**src/sv/kbs_pkg.sv**
```systemverilog
`timescale 1ns / 1ps
// ----------------------------------------------------------------------------
// kbs_pkg: shared types and codes of the keyframe bracket sampler
// Field widths, request and register codes, loop modes and the sequencer
// state type.
// ----------------------------------------------------------------------------
package kbs_pkg;

  localparam int unsigned KEY_IDX_W  = 4;
  localparam int unsigned KEY_CNT_W  = 5;
  localparam int unsigned MODE_W     = 2;
  localparam int unsigned CFG_ADDR_W = 1;
  localparam int unsigned CFG_DATA_W = 5;

  localparam logic REQ_LOAD   = 1'b0;
  localparam logic REQ_SAMPLE = 1'b1;

  localparam logic [CFG_ADDR_W-1:0] CFG_LOOP_MODE = 1'b0;
  localparam logic [CFG_ADDR_W-1:0] CFG_KEY_COUNT = 1'b1;

  localparam logic [MODE_W-1:0] MODE_NONE     = 2'd0;
  localparam logic [MODE_W-1:0] MODE_NORMAL   = 2'd1;
  localparam logic [MODE_W-1:0] MODE_SEAMLESS = 2'd2;

  typedef enum logic [11:0] {
    ST_IDLE      = 12'b0000_0000_0001,
    ST_RD_LAST   = 12'b0000_0000_0010,
    ST_RD_PEN    = 12'b0000_0000_0100,
    ST_RD_ONE    = 12'b0000_0000_1000,
    ST_RD_ZERO   = 12'b0000_0001_0000,
    ST_PERIOD    = 12'b0000_0010_0000,
    ST_DIV       = 12'b0000_0100_0000,
    ST_SEARCH    = 12'b0000_1000_0000,
    ST_SEG       = 12'b0001_0000_0000,
    ST_BLEND_CHK = 12'b0010_0000_0000,
    ST_FRAC      = 12'b0100_0000_0000,
    ST_OUT       = 12'b1000_0000_0000
  } kbs_state_e;

endpackage

```
**src/sv/kbs_ram.sv**
```systemverilog
`timescale 1ns / 1ps
// ----------------------------------------------------------------------------
// kbs_ram: generic single-write, single-read RAM
// One write port and one read port with registered read data.
// ----------------------------------------------------------------------------
module kbs_ram #(
  parameter int unsigned WIDTH = 8,
  parameter int unsigned DEPTH = 16,
  localparam int unsigned AW = (DEPTH > 1) ? $clog2(DEPTH) : 1
) (
  input  logic             clk_i,
  input  logic             we_i,
  input  logic [AW-1:0]    waddr_i,
  input  logic [WIDTH-1:0] wdata_i,
  input  logic [AW-1:0]    raddr_i,
  output logic [WIDTH-1:0] rdata_o
);

  logic [WIDTH-1:0] mem_q [DEPTH];
  logic [WIDTH-1:0] rdata_q;

  always_ff @(posedge clk_i) begin
    if (we_i) begin
      mem_q[waddr_i] <= wdata_i;
    end
    rdata_q <= mem_q[raddr_i];
  end

  assign rdata_o = rdata_q;

endmodule

```
**src/sv/keyframe_bracket_sampler.sv**
```systemverilog
`timescale 1ns / 1ps
// ----------------------------------------------------------------------------
// keyframe_bracket_sampler: keyframe bracket search with looping
// Load items fill the keyframe time table; sample items give the bracketing
// keys, a saturated blend fraction and the loop count.
// Sequence: a load item writes the table directly; a sample item reads the
//   last, penultimate, second and first keys, then runs the bit-serial
//   divider for the period division, searches with one table read per key
//   step, and runs the same divider again for the blend division.
// Throughput: one item at a time; a finished result waits in the output
//   register while the next item is taken.
// Reset: loop mode, key count and loop count clear; the time table does not.
// ----------------------------------------------------------------------------
module keyframe_bracket_sampler #(
  parameter int unsigned MAX_KEYS  = 16,
  parameter int unsigned TIME_BITS = 31,
  parameter int unsigned FRAC_BITS = 16,
  localparam int unsigned IN_BITS  = kbs_pkg::KEY_IDX_W + 2 * TIME_BITS,
  localparam int unsigned IN_W     = ((IN_BITS + 7) / 8) * 8,
  localparam int unsigned OUT_BITS = 2 * kbs_pkg::KEY_IDX_W + FRAC_BITS + TIME_BITS + 2,
  localparam int unsigned OUT_W    = ((OUT_BITS + 7) / 8) * 8
) (
  input  logic                            clk_i,
  input  logic                            rst_ni,
  input  logic                            s_axis_tvalid,
  output logic                            s_axis_tready,
  // key_index, key_time, play_time
  input  logic [IN_W-1:0]                 s_axis_tdata,
  // req_type
  input  logic                            s_axis_tuser,
  output logic                            m_axis_tvalid,
  input  logic                            m_axis_tready,
  // first_key, second_key, blend_frac, loop_count, keys_present, time_error
  output logic [OUT_W-1:0]                m_axis_tdata,
  input  logic                            cfg_we_i,
  input  logic [kbs_pkg::CFG_ADDR_W-1:0]  cfg_addr_i,
  input  logic [kbs_pkg::CFG_DATA_W-1:0]  cfg_wdata_i
);

  localparam int unsigned KW   = kbs_pkg::KEY_IDX_W;
  localparam int unsigned AW   = (MAX_KEYS > 1) ? $clog2(MAX_KEYS) : 1;
  localparam int unsigned NW   = $clog2(MAX_KEYS + 1);
  localparam int unsigned DW   = TIME_BITS + 1;
  localparam int unsigned SW   = TIME_BITS + 2;
  localparam int unsigned QW   = (TIME_BITS > FRAC_BITS) ? TIME_BITS : FRAC_BITS;
  localparam int unsigned CNTW = $clog2(QW + 1);

  kbs_pkg::kbs_state_e state_q, state_d;

  logic [kbs_pkg::MODE_W-1:0]    mode_q, mode_d;
  logic [kbs_pkg::KEY_CNT_W-1:0] kcount_q, kcount_d;
  logic [TIME_BITS-1:0]          loops_q, loops_d;
  logic                          out_valid_q, out_valid_d;
  logic [CNTW-1:0]               cnt_q, cnt_d;

  logic [TIME_BITS-1:0]  play_q, play_d;
  logic [TIME_BITS-1:0]  last_q, last_d;
  logic [TIME_BITS-1:0]  pen_q, pen_d;
  logic [TIME_BITS-1:0]  one_q, one_d;
  logic [TIME_BITS-1:0]  zero_q, zero_d;
  logic [TIME_BITS-1:0]  tfirst_q, tfirst_d;
  logic [TIME_BITS-1:0]  tsec_q, tsec_d;
  logic signed [SW-1:0]  period_q, period_d;
  logic signed [SW-1:0]  seg_q, seg_d;
  logic signed [SW-1:0]  off_q, off_d;
  logic [AW-1:0]         first_q, first_d;
  logic [AW-1:0]         second_q, second_d;
  logic [FRAC_BITS-1:0]  frac_q, frac_d;
  logic                  err_q, err_d;
  logic [DW-1:0]         div_r_q, div_r_d;
  logic [DW-1:0]         div_d_q, div_d_d;
  logic [QW-1:0]         div_q_q, div_q_d;

  logic [KW-1:0]         out_first_q, out_first_d;
  logic [KW-1:0]         out_second_q, out_second_d;
  logic [FRAC_BITS-1:0]  out_frac_q, out_frac_d;
  logic [TIME_BITS-1:0]  out_loops_q, out_loops_d;
  logic                  out_present_q, out_present_d;
  logic                  out_err_q, out_err_d;

  logic [KW-1:0]         in_idx;
  logic [TIME_BITS-1:0]  in_time;
  logic [TIME_BITS-1:0]  in_play;
  logic                  in_fire;
  logic                  ram_we;
  logic [AW-1:0]         raddr;
  logic [TIME_BITS-1:0]  rdata;

  logic [NW-1:0]         n;
  logic [NW-1:0]         lim;
  logic [AW-1:0]         n_m1;
  logic [AW-1:0]         n_m2;
  logic                  looping;
  logic                  seamless;

  logic [DW:0]           r2;
  logic [DW:0]           r2_diff;
  logic                  ge;
  logic [DW-1:0]         r_step;
  logic [QW-1:0]         q_step;

  logic                  in_range;
  logic                  more;
  logic signed [SW-1:0]  seg_calc;

  assign in_idx  = s_axis_tdata[KW-1:0];
  assign in_time = s_axis_tdata[KW +: TIME_BITS];
  assign in_play = s_axis_tdata[KW + TIME_BITS +: TIME_BITS];

  assign s_axis_tready = (state_q == kbs_pkg::ST_IDLE);
  assign in_fire       = s_axis_tvalid && s_axis_tready;
  assign ram_we        = in_fire && (s_axis_tuser == kbs_pkg::REQ_LOAD)
                         && (32'(in_idx) < MAX_KEYS);

  always_comb begin
    if (32'(kcount_q) > MAX_KEYS) begin
      n = NW'(MAX_KEYS);
    end else begin
      n = NW'(kcount_q);
    end
  end

  assign n_m1     = AW'(n - NW'(1));
  assign n_m2     = AW'(n - NW'(2));
  assign seamless = (mode_q == kbs_pkg::MODE_SEAMLESS);
  assign looping  = (mode_q == kbs_pkg::MODE_NORMAL) || seamless;
  assign lim      = seamless ? (n - NW'(1)) : (n - NW'(2));

  always_comb begin
    case (state_q)
      kbs_pkg::ST_RD_LAST: raddr = n_m1;
      kbs_pkg::ST_RD_PEN:  raddr = n_m2;
      kbs_pkg::ST_RD_ONE:  raddr = AW'(1);
      kbs_pkg::ST_DIV:     raddr = first_q + AW'(1);
      kbs_pkg::ST_SEARCH:  raddr = first_q + AW'(2);
      default:             raddr = '0;
    endcase
  end

  kbs_ram #(
    .WIDTH (TIME_BITS),
    .DEPTH (MAX_KEYS)
  ) u_time_ram (
    .clk_i   (clk_i),
    .we_i    (ram_we),
    .waddr_i (AW'(in_idx)),
    .wdata_i (in_time),
    .raddr_i (raddr),
    .rdata_o (rdata)
  );

  // one quotient bit per cycle
  assign r2      = {div_r_q, div_q_q[QW-1]};
  assign r2_diff = r2 - {1'b0, div_d_q};
  assign ge      = (r2 >= {1'b0, div_d_q});
  assign r_step  = ge ? r2_diff[DW-1:0] : r2[DW-1:0];
  assign q_step  = {div_q_q[QW-2:0], ge};

  assign in_range = (NW'(first_q) < lim);
  assign more     = in_range && ({1'b0, rdata} <= div_r_q);
  assign seg_calc = SW'({2'b00, tsec_q}) - SW'({2'b00, tfirst_q});

  always_comb begin
    state_d       = state_q;
    mode_d        = mode_q;
    kcount_d      = kcount_q;
    loops_d       = loops_q;
    out_valid_d   = out_valid_q;
    cnt_d         = cnt_q;
    play_d        = play_q;
    last_d        = last_q;
    pen_d         = pen_q;
    one_d         = one_q;
    zero_d        = zero_q;
    tfirst_d      = tfirst_q;
    tsec_d        = tsec_q;
    period_d      = period_q;
    seg_d         = seg_q;
    off_d         = off_q;
    first_d       = first_q;
    second_d      = second_q;
    frac_d        = frac_q;
    err_d         = err_q;
    div_r_d       = div_r_q;
    div_d_d       = div_d_q;
    div_q_d       = div_q_q;
    out_first_d   = out_first_q;
    out_second_d  = out_second_q;
    out_frac_d    = out_frac_q;
    out_loops_d   = out_loops_q;
    out_present_d = out_present_q;
    out_err_d     = out_err_q;

    if (m_axis_tready) begin
      out_valid_d = 1'b0;
    end

    if (cfg_we_i) begin
      case (cfg_addr_i)
        kbs_pkg::CFG_LOOP_MODE: mode_d   = cfg_wdata_i[kbs_pkg::MODE_W-1:0];
        kbs_pkg::CFG_KEY_COUNT: kcount_d = cfg_wdata_i[kbs_pkg::KEY_CNT_W-1:0];
        default: ;
      endcase
    end

    case (state_q)
      kbs_pkg::ST_IDLE: begin
        if (in_fire && (s_axis_tuser == kbs_pkg::REQ_SAMPLE)) begin
          play_d   = in_play;
          first_d  = '0;
          second_d = '0;
          frac_d   = '0;
          err_d    = 1'b0;
          if (n < NW'(2)) begin
            state_d = kbs_pkg::ST_OUT;
          end else if (!looping && (loops_q != '0)) begin
            first_d  = n_m1;
            second_d = n_m1;
            state_d  = kbs_pkg::ST_OUT;
          end else begin
            state_d = kbs_pkg::ST_RD_LAST;
          end
        end
      end
      kbs_pkg::ST_RD_LAST: begin
        state_d = kbs_pkg::ST_RD_PEN;
      end
      kbs_pkg::ST_RD_PEN: begin
        last_d  = rdata;
        state_d = kbs_pkg::ST_RD_ONE;
      end
      kbs_pkg::ST_RD_ONE: begin
        pen_d   = rdata;
        state_d = kbs_pkg::ST_RD_ZERO;
      end
      kbs_pkg::ST_RD_ZERO: begin
        one_d = rdata;
        if (seamless) begin
          period_d = SW'({1'b0, last_q, 1'b0}) - SW'({2'b00, pen_q});
        end else begin
          period_d = SW'({2'b00, last_q});
        end
        state_d = kbs_pkg::ST_PERIOD;
      end
      kbs_pkg::ST_PERIOD: begin
        zero_d   = rdata;
        tfirst_d = rdata;
        if (period_q[SW-1] || (period_q == '0)) begin
          err_d    = 1'b1;
          first_d  = n_m1;
          second_d = n_m1;
          state_d  = kbs_pkg::ST_OUT;
        end else begin
          first_d = '0;
          div_r_d = '0;
          div_d_d = DW'(period_q);
          div_q_d = QW'(play_q);
          cnt_d   = CNTW'(QW);
          state_d = kbs_pkg::ST_DIV;
        end
      end
      kbs_pkg::ST_DIV: begin
        div_r_d = r_step;
        div_q_d = q_step;
        cnt_d   = cnt_q - CNTW'(1);
        if (cnt_q == CNTW'(1)) begin
          loops_d = q_step[TIME_BITS-1:0];
          state_d = kbs_pkg::ST_SEARCH;
        end
      end
      kbs_pkg::ST_SEARCH: begin
        if (more) begin
          first_d  = first_q + AW'(1);
          tfirst_d = rdata;
        end else begin
          if (in_range) begin
            tsec_d   = rdata;
            second_d = first_q + AW'(1);
          end else if (seamless) begin
            tsec_d   = zero_q;
            second_d = '0;
          end else begin
            tsec_d   = last_q;
            second_d = first_q + AW'(1);
          end
          state_d = kbs_pkg::ST_SEG;
        end
      end
      kbs_pkg::ST_SEG: begin
        if (seamless && seg_calc[SW-1]) begin
          seg_d = SW'({2'b00, one_q});
        end else begin
          seg_d = seg_calc;
        end
        off_d   = SW'({1'b0, div_r_q}) - SW'({2'b00, tfirst_q});
        state_d = kbs_pkg::ST_BLEND_CHK;
      end
      kbs_pkg::ST_BLEND_CHK: begin
        if (seg_q[SW-1] || (seg_q == '0)) begin
          err_d   = 1'b1;
          frac_d  = '0;
          state_d = kbs_pkg::ST_OUT;
        end else if (off_q[SW-1] || (off_q == '0)) begin
          frac_d  = '0;
          state_d = kbs_pkg::ST_OUT;
        end else if (off_q >= seg_q) begin
          frac_d  = {FRAC_BITS{1'b1}};
          state_d = kbs_pkg::ST_OUT;
        end else begin
          div_r_d = DW'(off_q);
          div_d_d = DW'(seg_q);
          div_q_d = '0;
          cnt_d   = CNTW'(FRAC_BITS);
          state_d = kbs_pkg::ST_FRAC;
        end
      end
      kbs_pkg::ST_FRAC: begin
        div_r_d = r_step;
        div_q_d = q_step;
        cnt_d   = cnt_q - CNTW'(1);
        if (cnt_q == CNTW'(1)) begin
          frac_d  = q_step[FRAC_BITS-1:0];
          state_d = kbs_pkg::ST_OUT;
        end
      end
      kbs_pkg::ST_OUT: begin
        if (!out_valid_q || m_axis_tready) begin
          out_valid_d   = 1'b1;
          out_first_d   = KW'(first_q);
          out_second_d  = KW'(second_q);
          out_frac_d    = frac_q;
          out_loops_d   = loops_q;
          out_present_d = (n != '0);
          out_err_d     = err_q;
          state_d       = kbs_pkg::ST_IDLE;
        end
      end
      default: begin
        state_d = kbs_pkg::ST_IDLE;
      end
    endcase
  end

  always_ff @(posedge clk_i or negedge rst_ni) begin
    if (!rst_ni) begin
      state_q     <= kbs_pkg::ST_IDLE;
      mode_q      <= kbs_pkg::MODE_NONE;
      kcount_q    <= '0;
      loops_q     <= '0;
      out_valid_q <= 1'b0;
      cnt_q       <= '0;
    end else begin
      state_q     <= state_d;
      mode_q      <= mode_d;
      kcount_q    <= kcount_d;
      loops_q     <= loops_d;
      out_valid_q <= out_valid_d;
      cnt_q       <= cnt_d;
    end
  end

  always_ff @(posedge clk_i) begin
    play_q        <= play_d;
    last_q        <= last_d;
    pen_q         <= pen_d;
    one_q         <= one_d;
    zero_q        <= zero_d;
    tfirst_q      <= tfirst_d;
    tsec_q        <= tsec_d;
    period_q      <= period_d;
    seg_q         <= seg_d;
    off_q         <= off_d;
    first_q       <= first_d;
    second_q      <= second_d;
    frac_q        <= frac_d;
    err_q         <= err_d;
    div_r_q       <= div_r_d;
    div_d_q       <= div_d_d;
    div_q_q       <= div_q_d;
    out_first_q   <= out_first_d;
    out_second_q  <= out_second_d;
    out_frac_q    <= out_frac_d;
    out_loops_q   <= out_loops_d;
    out_present_q <= out_present_d;
    out_err_q     <= out_err_d;
  end

  assign m_axis_tvalid = out_valid_q;
  assign m_axis_tdata  = OUT_W'({out_err_q, out_present_q, out_loops_q, out_frac_q,
                                 out_second_q, out_first_q});

  a_div_count_live: assert property (@(posedge clk_i) disable iff (!rst_ni)
    (state_q == kbs_pkg::ST_DIV || state_q == kbs_pkg::ST_FRAC) |-> cnt_q != '0)
    else $error("divider running with an empty step count");

  a_div_rem_bound: assert property (@(posedge clk_i) disable iff (!rst_ni)
    (state_q == kbs_pkg::ST_DIV || state_q == kbs_pkg::ST_FRAC) |-> div_r_q < div_d_q)
    else $error("partial remainder not below divisor");

  a_search_bound: assert property (@(posedge clk_i) disable iff (!rst_ni)
    state_q == kbs_pkg::ST_SEARCH |-> NW'(first_q) <= lim)
    else $error("bracket search ran past its limit");

  a_err_frac_zero: assert property (@(posedge clk_i) disable iff (!rst_ni)
    (out_valid_q && out_err_q) |-> out_frac_q == '0)
    else $error("time error result carries a nonzero blend fraction");

endmodule

```
**config.mk**
```make
export PLATFORM = sky130hd
export DESIGN_NAME = keyframe_bracket_sampler
export DESIGN_NICKNAME = d
export VERILOG_FILES = /design/src/sv/kbs_pkg.sv /design/src/sv/kbs_ram.sv /design/src/sv/keyframe_bracket_sampler.sv
export SDC_FILE = /design/constraint.sdc
export NUM_CORES = 2
export LEC_CHECK = 0
export BUFFER_PORTS_ARGS = -buffer_cell sky130_fd_sc_hd__buf_2
export CAP_MARGIN = 20
export CORE_MARGIN = 8
export CORE_UTILIZATION = 30
export DETAILED_ROUTE_END_ITERATION = 8
export GPL_TIMING_DRIVEN = 0
export PLACE_DENSITY_LB_ADDON = 0.3
export RECOVER_POWER = 50
export SYNTH_ARGS = -nofsm -noshare
export SYNTH_HDL_FRONTEND = slang
export SYNTH_SLANG_ARGS = --single-unit
export TNS_END_PERCENT = 10
```
**constraint.sdc**
```tcl
create_clock -name clk_i -period 13.5 [get_ports clk_i]
set_clock_uncertainty 0.05 [all_clocks]
set_input_delay 0.675 -clock clk_i [delete_from_list [all_inputs] [get_ports clk_i]]
set_output_delay 0.675 -clock clk_i [all_outputs]
set_load 0.02 [all_outputs]
```
==> results.cfg <==
[run_status]
outcome = finished with violations
violations = capacitance limit, slew limit

[floorplanning]
die_width_um = 419.8
io_pins = 150
rows = 148
start_util_pct = 30.12
die_y_um = 419.8
core_area_um2 = 162400
dieArea_um2 = 176200

[run]
drv_cap = 5

[setup_path]
start_kind = flop
slowest_delay_ps = 850
cp.arrival_ps = 5760
crit_chain = clkbuf_1, nor2b_1, clkbuf_1, inv_1, ha_1, o22ai_1, a211oi_1, buf_2, clkbuf_1, clkbuf_1, a211oi_1, a31oi_1, a21oi_1, a21oi_1
crit_path_frequent_cell = clkbuf_1
crit_buf_inv = 6
critPathTopFamily = buffers and inverters
crit_path_end_kind = flop
crit_fanout = 10
path_class = flop to flop
cp_slowest_cell = a21oi_1
crit_required_ps = 13940

[timing]
hold_viol = 0
tns_ps = 0
setup_viol = 0
worst_pin_slew_ps = 1860
period_minus_slack_ps = 5316
period_share_pct = 39.38
fmax_ghz = 0.1881
slew_violations = 148
slew-limit-headroom_pct = -23.99
grt_setup_unrepaired = no

[cts]
clock_latency_ps = 730
post-cts-setup-buffers = 0
cts_buffer_depth = 3
clk_transition_reported_paths_ps = 60
cts_tree = built
cts-buffers-inserted = 113
clock_sinks = 1075
cts_root_buffer = clkbuf_16
cts.repair.resized = 0
h-tree-depth = 3

[power]
internal-power_mw = 6.142
power_mw = 8.816
ir_worst_vdd_mv = 0.1094
leakage_nw = 20.36
power_density_nw_per_um2 = 155.7
p_sw_share_pct = 30.34
p_sw_mw = 2.674
combPwrFrac_pct = 19.1
p_clk_share_pct = 34.5
p_seq_share_pct = 46.4

[grt]
grt_pass1_vias = 31990
overflow = 0
grt_first_pass_wirelength_um = 204900
grt_max_degree = 64
grt_use_total_pct = 15.25
antenna_found_initial = 17

[logic_synthesis]
synth-compound-area-share_pct = 13.49
synth_ff_type = edfxtp_1
synth-edff-count = 988
synth-xor-area-share_pct = 1.826
async_flop_share_pct = 5.209
muxShareOfSynthArea_pct = 1.553
syn_avg_cell_area_um2 = 12.62
netlist_instances = 3875
synth_area_um2 = 48910
yosys.area_share.adder_pct = 5.254
ys_types = 83
synth_seq_area_share_pct = 64.79
synth_top_family_by_area = compound AO/OA/AOI/OAI gates
ys_ff_latch = 1075
ys_warn_count = 0
synth-simple-area-share_pct = 9.877

[drt]
routedWlPerCell_um = 21.51
drc = 0
dr.pass1.iters = 6
vias = 31610
drt_iter0_markers = 2275
via_per_inst = 4.894
ant_nets = 0
routed_wl_um = 138900

[cells_and_area]
fin_cells = 6459
nNetsFinal = 4473
drive_gt1_share_pct = 8.250
syn_to_final_growth_pct = 15.77
multiInputGateArea_um2 = 15830
fin_util_pct = 34.87
stdcell_area_um2 = 56620
seqCellArea_um2 = 31690
nFillCells = 15890

[placed_design]
gp_congestion = 0.8771
detailed_place_hpwl_um = 103700
place_area_um2 = 53310
portBuffers = 136
placed_cells = 6242

[hold_path]
hold_class = primary input to flop
==> state kept, by name, indices dropped and copies added (netlist names), 5 cells and up <==
signal              count
tsec_q                 31
tfirst_q               31
state_q                12
cnt_q                   5
u_time_ram.mem_q      496
div_d_q                32
seg_q                  32
div_q_q                31
off_q                  33
pen_q                  31
zero_q                 31
play_q                 31
kcount_q                5
last_q                 31
out_loops_q            31
u_time_ram.rdata_o     31
one_q                  31
div_r_q                32
loops_q                31
period_q               33
frac_q                 16
out_frac_q             16
==> cells by family after synthesis <==
group,after synthesis
AOI/OAI and AO/OA,1016
DFF,1075
other,1
and+or+nand+nor,1021
xor gates and xnor gates,102
muxes,70
buffers and inverters,387
adders and majority gates,203
==> placed cells by master (no fill, tap or decap), types with 13 or more instances in the layout <==
cell / count
nor3_1: 30
mux2i_1: 23
inv_1: 207
o21a_1: 34
clkinv_1: 21
and2_1: 129
o22ai_1: 13
nor2b_1: 43
nand3_1: 21
o21bai_1: 15
buf_4: 19
mux2_2: 47
nand4_1: 34
xnor2_1: 61
buf_6: 20
nand2_1: 477
a31oi_1: 77
nor4_1: 37
a211oi_1: 174
xor2_1: 41
nor2_1: 142
dfrtp_1: 55
clkbuf_1: 289
clkbuf_16: 114
buf_2: 55
clkinv_2: 15
edfxtp_1: 988
a21o_1: 97
ha_1: 199
a21oi_1: 264
o21ai_0: 178
nand2b_1: 20
dfxtp_1: 31
a311oi_1: 63
==> per-layer routing <==
metal  part of all wire (%)  routed length, µm  track usage (%)  up-vias
met1                     44              61030            20.07    15430
met2                     49              67930            26.35      778
met5                      0                  0                0        -
li1                       -                  -                -    15180
met4                    2.7               3685            4.262        0
met3                    4.5               6282            2.039      220
==> cell type report <==
class	instances	area share [%]
Tap cell	2175	4.806
Clock buffer	155	5.398
Buffer	179	1.383
Antenna cell	5	0.02210
Sequential cell	1075	55.97
Clock inverter	53	0.8993
Inverter	208	1.383
Multi-Input combinational cell	2419	27.96
Timing Repair Buffer	190	2.179
==> worst paths after layout <==
path,cells after the start,slack [ps],start,end
max,14,8180,kcount_q[4]$_DFFE_PN0P_,u_time_ram.rdata_o[5]$_DFF_P_
min in group asynchronous,2,960,rst_ni,kcount_q[3]$_DFFE_PN0P_
max in group asynchronous,3,10250,rst_ni,m_axis_tvalid$_DFF_PN0_
min,1,80,s_axis_tdata[44],play_q[9]$_DFFE_PP_
max reg2reg,14,8180,kcount_q[4]$_DFFE_PN0P_,u_time_ram.rdata_o[5]$_DFF_P_
min reg2reg,0,370,second_q[2]$_DFFE_PP_,out_second_q[2]$_DFFE_PP_
==> metrics by stage <==
step | hold WS, ps | worst slack [ps]
floorplan | 329.4 | 6329
CTS | 26.46 | 8163
detailed placement | 354.5 | 8199
global placement | 353.4 | 3181
finish | 84.09 | 8184
global route | 39.32 | 7972
==> synthesized netlist by cell type (8+ instances only) <==
library cell | number | area share [%]
and2_1 | 129 | 1.6
a21o_1 | 97 | 1.5
edfxtp_1 | 988 | 61
a31oi_1 | 77 | 0.98
nor2b_1 | 43 | 0.55
buf_4 | 16 | 0.25
xnor2_1 | 61 | 1.1
dfxtp_1 | 31 | 1.3
mux2_2 | 47 | 1.1
buf_2 | 17 | 0.17
nand2_1 | 478 | 3.7
dfrtp_1 | 55 | 2.8
a21oi_1 | 266 | 2.7
o21ai_0 | 178 | 1.8
o21a_1 | 34 | 0.52
nand3_1 | 21 | 0.21
a211o_1 | 8 | 0.14
clkbuf_1 | 139 | 1.1
nand4_1 | 34 | 0.43
mux2i_1 | 23 | 0.47
or3_1 | 8 | 0.10
and3_1 | 11 | 0.14
nor2_1 | 154 | 1.2
nor4_1 | 37 | 0.47
xor2_1 | 41 | 0.73
o31ai_1 | 11 | 0.17
nor3_1 | 34 | 0.35
a211oi_1 | 175 | 2.7
o22ai_1 | 13 | 0.17
ha_1 | 199 | 5.1
o211ai_1 | 9 | 0.14
nor3b_1 | 12 | 0.18
o21bai_1 | 15 | 0.23
nand2b_1 | 20 | 0.26
inv_1 | 207 | 1.6
a311oi_1 | 64 | 1.1
==> power groups by stage <==
stage	Combinational (mW)	Sequential, mW	Clock (mW)
after global placement	1.66	4.16	0
after CTS	1.72	4.09	3.10
after detailed placement	1.71	4.16	0
final	1.68	4.09	3.04
after global routing	1.84	4.11	3.22
after floorplan	0.996	4.06	0
==> what timing repair did <==
item	in CTS	in global routing
endpoints found under the setup margin	0	0
hold endpoints to repair	29	0
hold buffers	1	0
Power figures use the tool's default switching activity.
